<file path="config.mk">
export PLATFORM = sky130hd
export DESIGN_NAME = npdown_sampler
export DESIGN_NICKNAME = d
export VERILOG_FILES = /design/src/hdl/npdown_pkg.sv /design/src/hdl/npdown_sampler.sv
export SDC_FILE = /design/constraint.sdc
export NUM_CORES = 1
export LEC_CHECK = 0
export BUFFER_PORTS_ARGS = -buffer_cell sky130_fd_sc_hd__buf_4
export CAP_MARGIN = 5
export CORE_ASPECT_RATIO = 0.6
export CORE_MARGIN = 10
export CORE_UTILIZATION = 30
export CTS_CLUSTER_DIAMETER = 60
export CTS_CLUSTER_SIZE = 40
export DETAILED_ROUTE_END_ITERATION = 6
export GPL_TIMING_DRIVEN = 1
export PLACE_DENSITY = 0.56
export RECOVER_POWER = 25
export SKIP_CTS_REPAIR_TIMING = 1
export SYNTH_ARGS = -nofsm -noshare
export SYNTH_HDL_FRONTEND = slang
export SYNTH_SLANG_ARGS = --single-unit
export TNS_END_PERCENT = 5
</file>
<file path="constraint.sdc">
create_clock -name clock -period 4.7 [get_ports clock]
set_clock_uncertainty 0.15 [all_clocks]
set_input_delay 0.47 -clock clock [delete_from_list [all_inputs] [get_ports clock]]
set_output_delay 0.47 -clock clock [all_outputs]
set_load 0.01 [all_outputs]
</file>
<file path="src/hdl/npdown_pkg.sv">
// shared types, codes and constants of the power-of-two texture downscaler
// no dependencies
package npdown_pkg;

   localparam int FRAC_BITS = 16;
   localparam int CSR_IDX_W = 2;
   localparam int CSR_DATA_W = 13;
   localparam int PIXEL_W = 32;
   localparam int SLOT_W = 8;

   localparam logic [CSR_IDX_W-1:0] REG_IN_WIDTH = 2'd0;
   localparam logic [CSR_IDX_W-1:0] REG_IN_HEIGHT = 2'd1;
   localparam logic [CSR_IDX_W-1:0] REG_PIXEL_FORMAT = 2'd2;

   localparam logic [CSR_DATA_W-1:0] RESET_IN_WIDTH = 13'd256;
   localparam logic [CSR_DATA_W-1:0] RESET_IN_HEIGHT = 13'd256;

   localparam logic KIND_PIXEL = 1'b0;
   localparam logic KIND_PALETTE = 1'b1;

   localparam logic FMT_RGBA = 1'b0;
   localparam logic FMT_INDEXED = 1'b1;

   localparam logic [PIXEL_W-1:0] KEEP_MASK = 32'hff00ff00;
   localparam logic [PIXEL_W-1:0] LOW_BYTE_MASK = 32'h000000ff;
   localparam logic [PIXEL_W-1:0] HIGH_BYTE_MASK = 32'h00ff0000;

   typedef struct packed {
      logic fire;
      logic last_in_row;
      logic last_in_image;
      logic use_palette;
      logic palette_zero;
   } sample_type;

   function automatic logic [PIXEL_W-1:0] swap_rb(input logic [PIXEL_W-1:0] v);
      return (v & KEEP_MASK) | ((v & LOW_BYTE_MASK) << 16) | ((v & HIGH_BYTE_MASK) >> 16);
   endfunction

endpackage

</file>
<file path="src/hdl/npdown_sampler.sv">
// configuration registers, output geometry and the raster sampling counters
// depends on npdown_pkg
module npdown_sampler #(
   parameter int MAX_IN_DIM = 4096,
   parameter int MAX_OUT_DIM = 256,
   parameter int PALETTE_ENTRIES = 256,
   parameter int PAL_AW = 8
) (
   input  logic                            clock,
   input  logic                            reset,
   input  logic                            csr_write_en,
   input  logic [npdown_pkg::CSR_IDX_W-1:0]  csr_index,
   input  logic [npdown_pkg::CSR_DATA_W-1:0] csr_wdata,
   input  logic                            accept,
   input  logic                            kind,
   input  logic [npdown_pkg::PIXEL_W-1:0]    value,
   input  logic [npdown_pkg::SLOT_W-1:0]     palette_slot,
   output npdown_pkg::sample_type          sample,
   output logic                            pal_wr_en,
   output logic [PAL_AW-1:0]               pal_wr_addr,
   output logic                            pal_rd_en,
   output logic [PAL_AW-1:0]               pal_rd_addr
);
   import npdown_pkg::*;

   localparam int DIM_W = $clog2(MAX_IN_DIM + 1);
   localparam int IDX_W = $clog2(MAX_IN_DIM);
   localparam int ACC_W = DIM_W + FRAC_BITS;
   localparam int OCOL_W = $clog2(MAX_OUT_DIM + 1);
   localparam int OUT_LOG = $clog2(MAX_OUT_DIM);
   localparam int LOG_W = $clog2(DIM_W);

   function automatic logic [DIM_W-1:0] clamp_dim(input logic [CSR_DATA_W-1:0] d);
      if (d == '0) begin
         return DIM_W'(1);
      end
      if (32'(d) > MAX_IN_DIM) begin
         return DIM_W'(MAX_IN_DIM);
      end
      return DIM_W'(d);
   endfunction

   // highest set bit, capped at log2 of the largest output size
   function automatic logic [LOG_W-1:0] dim_log(input logic [DIM_W-1:0] v);
      logic [LOG_W-1:0] k;
      k = '0;
      for (int i = 0; i < DIM_W; i++) begin
         if (v[i]) begin
            k = (i > OUT_LOG) ? LOG_W'(OUT_LOG) : LOG_W'(i);
         end
      end
      return k;
   endfunction

   // configuration
   logic [CSR_DATA_W-1:0] width_ff, width_in;
   logic [CSR_DATA_W-1:0] height_ff, height_in;
   logic                  format_ff, format_in;

   // geometry derived from configuration
   logic [DIM_W-1:0]  iw_ff, iw_in, ih_ff, ih_in;
   logic [OCOL_W-1:0] ow_m1_ff, ow_m1_in, oh_m1_ff, oh_m1_in;
   logic [ACC_W-1:0]  stx_ff, stx_in, sty_ff, sty_in;
   logic [LOG_W-1:0]  kx, ky;

   // raster state
   logic [IDX_W-1:0]  in_col_ff, in_col_in, in_row_ff, in_row_in;
   logic [ACC_W-1:0]  col_acc_ff, col_acc_in, row_acc_ff, row_acc_in;
   logic [OCOL_W-1:0] out_col_ff, out_col_in, out_row_ff, out_row_in;

   logic pixel, row_hit, col_hit, col_end, row_end, width_ok, idx_ok;

   always_comb begin
      width_in = width_ff;
      height_in = height_ff;
      format_in = format_ff;
      if (reset) begin
         width_in = RESET_IN_WIDTH;
         height_in = RESET_IN_HEIGHT;
         format_in = FMT_RGBA;
      end else if (csr_write_en) begin
         case (csr_index)
            REG_IN_WIDTH: width_in = csr_wdata;
            REG_IN_HEIGHT: height_in = csr_wdata;
            REG_PIXEL_FORMAT: format_in = csr_wdata[0];
            default: ;
         endcase
      end
   end

   always_comb begin
      iw_in = clamp_dim(width_in);
      ih_in = clamp_dim(height_in);
      kx = dim_log(iw_in);
      ky = dim_log(ih_in);
      ow_m1_in = OCOL_W'((32'd1 << kx) - 32'd1);
      oh_m1_in = OCOL_W'((32'd1 << ky) - 32'd1);
      stx_in = {iw_in, {FRAC_BITS{1'b0}}} >> kx;
      sty_in = {ih_in, {FRAC_BITS{1'b0}}} >> ky;
   end

   always_ff @(posedge clock) begin
      width_ff <= width_in;
      height_ff <= height_in;
      format_ff <= format_in;
      iw_ff <= iw_in;
      ih_ff <= ih_in;
      ow_m1_ff <= ow_m1_in;
      oh_m1_ff <= oh_m1_in;
      stx_ff <= stx_in;
      sty_ff <= sty_in;
   end

   always_comb begin
      pixel = accept && (kind == KIND_PIXEL);
      width_ok = (iw_ff[1:0] == 2'b00);
      row_hit = (out_row_ff <= oh_m1_ff)
                && (row_acc_ff[ACC_W-1:FRAC_BITS] == DIM_W'(in_row_ff));
      col_hit = row_hit && (out_col_ff <= ow_m1_ff)
                && (col_acc_ff[ACC_W-1:FRAC_BITS] == DIM_W'(in_col_ff));
      col_end = DIM_W'(in_col_ff) >= (iw_ff - DIM_W'(1));
      row_end = DIM_W'(in_row_ff) >= (ih_ff - DIM_W'(1));
      idx_ok = 32'(value[SLOT_W-1:0]) < PALETTE_ENTRIES;

      sample.fire = pixel && col_hit && width_ok;
      sample.last_in_row = (out_col_ff == ow_m1_ff);
      sample.last_in_image = (out_col_ff == ow_m1_ff) && (out_row_ff == oh_m1_ff);
      sample.use_palette = (format_ff == FMT_INDEXED);
      sample.palette_zero = !idx_ok;

      pal_rd_en = sample.fire && (format_ff == FMT_INDEXED) && idx_ok;
      pal_rd_addr = value[PAL_AW-1:0];
      pal_wr_en = accept && (kind == KIND_PALETTE)
                  && (32'(palette_slot) < PALETTE_ENTRIES);
      pal_wr_addr = palette_slot[PAL_AW-1:0];

      in_col_in = in_col_ff;
      in_row_in = in_row_ff;
      col_acc_in = col_acc_ff;
      row_acc_in = row_acc_ff;
      out_col_in = out_col_ff;
      out_row_in = out_row_ff;
      if (pixel) begin
         if (col_hit) begin
            out_col_in = out_col_ff + OCOL_W'(1);
            col_acc_in = col_acc_ff + stx_ff;
         end
         if (col_end) begin
            in_col_in = '0;
            col_acc_in = '0;
            out_col_in = '0;
            if (row_hit) begin
               out_row_in = out_row_ff + OCOL_W'(1);
               row_acc_in = row_acc_ff + sty_ff;
            end
            if (row_end) begin
               in_row_in = '0;
               row_acc_in = '0;
               out_row_in = '0;
            end else begin
               in_row_in = in_row_ff + IDX_W'(1);
            end
         end else begin
            in_col_in = in_col_ff + IDX_W'(1);
         end
      end
   end

   always_ff @(posedge clock) begin
      if (reset) begin
         in_col_ff <= '0;
         in_row_ff <= '0;
         col_acc_ff <= '0;
         row_acc_ff <= '0;
         out_col_ff <= '0;
         out_row_ff <= '0;
      end else begin
         in_col_ff <= in_col_in;
         in_row_ff <= in_row_in;
         col_acc_ff <= col_acc_in;
         row_acc_ff <= row_acc_in;
         out_col_ff <= out_col_in;
         out_row_ff <= out_row_in;
      end
   end

endmodule

</file>
==> metrics.txt <==
dpl ws roughly 0.64 ns; first-pass GRT wire length 53400 um; Net Sw Power around 1.2 mW; post-synth top area cell dfxtp_1; Critical Path Start Type input pin; area fraction of the dominant cell type after synthesis 36.0%; Post-synth EDFFs 0; Detailed Route Iter0 Violations ~830; slowest CP cell clkbuf_1; cell family with the largest share of critical-path delay simple AND/OR/NAND/NOR gates; CP dominant cell by count clkbuf_1; Max-slew headroom -18.5%; Main synth FF type dfxtp_1; CORE AREA 40700 um2; largest fanout on the critical path 19; worst setup margin about 0.45 ns; Seq cells post-synth approximately 220; endpoints failing setup 0; critical path startpoint csr_index[1]; Initial Util between 30 and 40%; via count just over 10000; number of global-route vias before repair ~9800; I/O pin count a little over 80; clock transition at the registers of the reported paths 0.08 ns; Leak 5.97 nW; most frequent cells after synthesis dfxtp_1 (224), nor2_1 (152), ha_1 (104); number of detailed-route iterations in the first pass 5; fin crit share 90.3%; final WL approximately 33000 um; Comb pwr share between 10% and 20%; VDD IR max 0.189 mV; grt ovf 0; share of cells above drive strength 1 7.40%; failing checks max-capacitance violations, max-slew violations; Die Y between 150 and 200 um; sequential share of the synthesized area approximately 36%; Num CTS Buffers 19; sequential share of power 45.9%; Overall Global Routing Usage ~13%; CTS tree yes; fraction of registers with async set/reset 0%; die area between 50000 and 60000 um2; Max Transition Viols Final 39; Clock Latency Late Sink around 0.53 ns; Die X around 280 um; Routed Antenna Nets 0; Clk pwr share between 30% and 40%; Power Density between 300 and 400 nW/um2; count of cell types in the netlist 79; YS warnings 0; WP buf/inv 3; Final HPWL DP roughly 25000 um; ant diodes 0; Mapped Cells roughly 1400; Buffers on Ports 25; RSZ-0062 raised after global routing no; Final nets between 1500 and 2000; min Tclk post-route 4.25 ns; root buf cell clkbuf_16; Clock Sinks between 200 and 250; Worst Path Required around 5 ns; initial antenna violation count 0; Area Overhead vs Synth 12.1%; Final TNS setup 0 ns; Int Pwr about 3.2 mW; # fillers 4174; CP max stage delay ~0.9 ns; number of remaining DRC errors 0; CTS Buffer Depth 3; row cnt 57; Syn Area/Cell slightly below 9 um2; fmax between 0.2 and 0.25 GHz; largest net degree at the start of global routing 39; CP Capture Type flop; Hold Path Class in2reg; WL/cell 16.2 um; largest cells by area after synthesis dfxtp_1 (36%), ha_1 (10%), nor2_1 (4.6%); DP Area about 13000 um2; cell area after synthesis 12500 um2; Final GP Congestion 0.882; final instance area ~14000 um2; Via density between 5 and 6; Setup CP Type in2reg; HP Start csr_wdata[3]; Slew @ Worst Pin ~1.8 ns; Max H-tree Level 1; most common cell in the netlist dfxtp_1; r2r startpoint iw_ff[2]; critical-path cell list clkbuf_1 -> nor3b_1 -> clkbuf_1 -> mux2i_1 -> or2_2 -> inv_1 -> o41a_1 -> nor2_1 -> or3_1 -> ha_1 -> nor3_1 -> a21oi_1 -> o21ai_0; MaxCap Viol Count 1; Fin. Hold Viols 0; Net Sw Frac 28.1%; Arr. time, crit path 4.55 ns; status finished with violations
path summary, 6_finish.rpt:
path / slack [ns] / cells after the start / to
worst min-delay path: 0.1 / 3 / width_ff[3]
worst max register to register: 0.62 / 15 / out_row_ff[5]
worst max-delay path: 0.45 / 13 / ow_m1_ff[6]
worst min register to register: 0.34 / 2 / out_row_ff[8]
placed cells by master, fill, tap and decap left out, types with 13 or more instances in the layout:
cell type / n
xor2_1: 51
a21o_1: 17
xnor2_1: 58
or3_1: 19
ha_1: 104
dfxtp_1: 224
clkbuf_16: 19
o21ai_0: 72
inv_1: 68
nand4_1: 28
and2_1: 13
a21oi_1: 92
a22oi_1: 41
nor3_1: 44
nand3_1: 29
nand2_1: 84
buf_4: 47
nor2_1: 152
a22o_1: 13
mux2i_1: 30
conb_1: 31
cells by family (layout without fill, tap and decap cells):
kind of cell               count (synthesis)  count (layout)  share of synthesized area, %
AOI/OAI and AO/OA                        367             367                          19.6
adders and majority gates                106             106                          10.8
muxes                                     37              37                          3.04
other                                      1              31                        0.0301
buffers and inverters                    139             154                          4.89
DFF                                      224             224                          36.0
and+or+nand+nor                          458             458                          18.1
xor gates and xnor gates                 109             109                          7.66
layout make-up:
class / count / area, um2 / share of cell area [%]
repair buffers: 53 / 392 / 2.80
multi-input cells: 1108 / 7490 / 53.6
flip-flops and latches: 224 / 4480 / 32.1
well taps: 560 / 701 / 5.01
clock buffers: 23 / 520 / 3.72
clock inverters: 9 / 133 / 0.949
inverters: 69 / 259 / 1.85
power by group through the flow:
stage               combinational, mW  clock [mW]  sequential [mW]
CTS                             0.666        1.77             2.02
global placement                0.649           0             2.06
global route                    0.753        1.84             2.03
floorplan                       0.501           0             2.05
finish                          0.667        1.72             2.02
detailed placement              0.662           0             2.07
tightest hold or removal path, cell delays in order:
cell     delay, ns
buf_4         0.10
mux2i_1       0.08
nor2_1        0.09
per-layer routing:
metal	vias to the layer above	global-route usage, %	routed length (um)
met1	4829	20.4	18300
li1	5255	-	-
met4	0	2.74	619
met5	-	0	0
met3	40	2.02	1760
met2	267	17.4	12400
metrics by stage:
stage	std cells	hold slack, ns	power (mW)	utilization [%]
after detailed placement	2014	0.323	2.73	32.8
final	2046	0.0997	4.41	34.3
after global routing	2046	0.0989	4.63	34.3
after CTS	2046	0.0775	4.46	34.4
after global placement	2014	0.316	2.71	32.8
after floorplan	1471	0.293	2.55	-
flip-flops by register name (all words and copies together), names as in the netlist:
signal      count
ow_m1_ff        9
stx_ff         28
ih_ff          12
height_ff      13
in_col_ff      12
iw_ff          13
in_row_ff      12
row_acc_ff     28
col_acc_ff     28
sty_ff         28
out_col_ff      9
out_row_ff      9
oh_m1_ff        9
format_ff       1
width_ff       13
(Power assumes the default switching activity.)
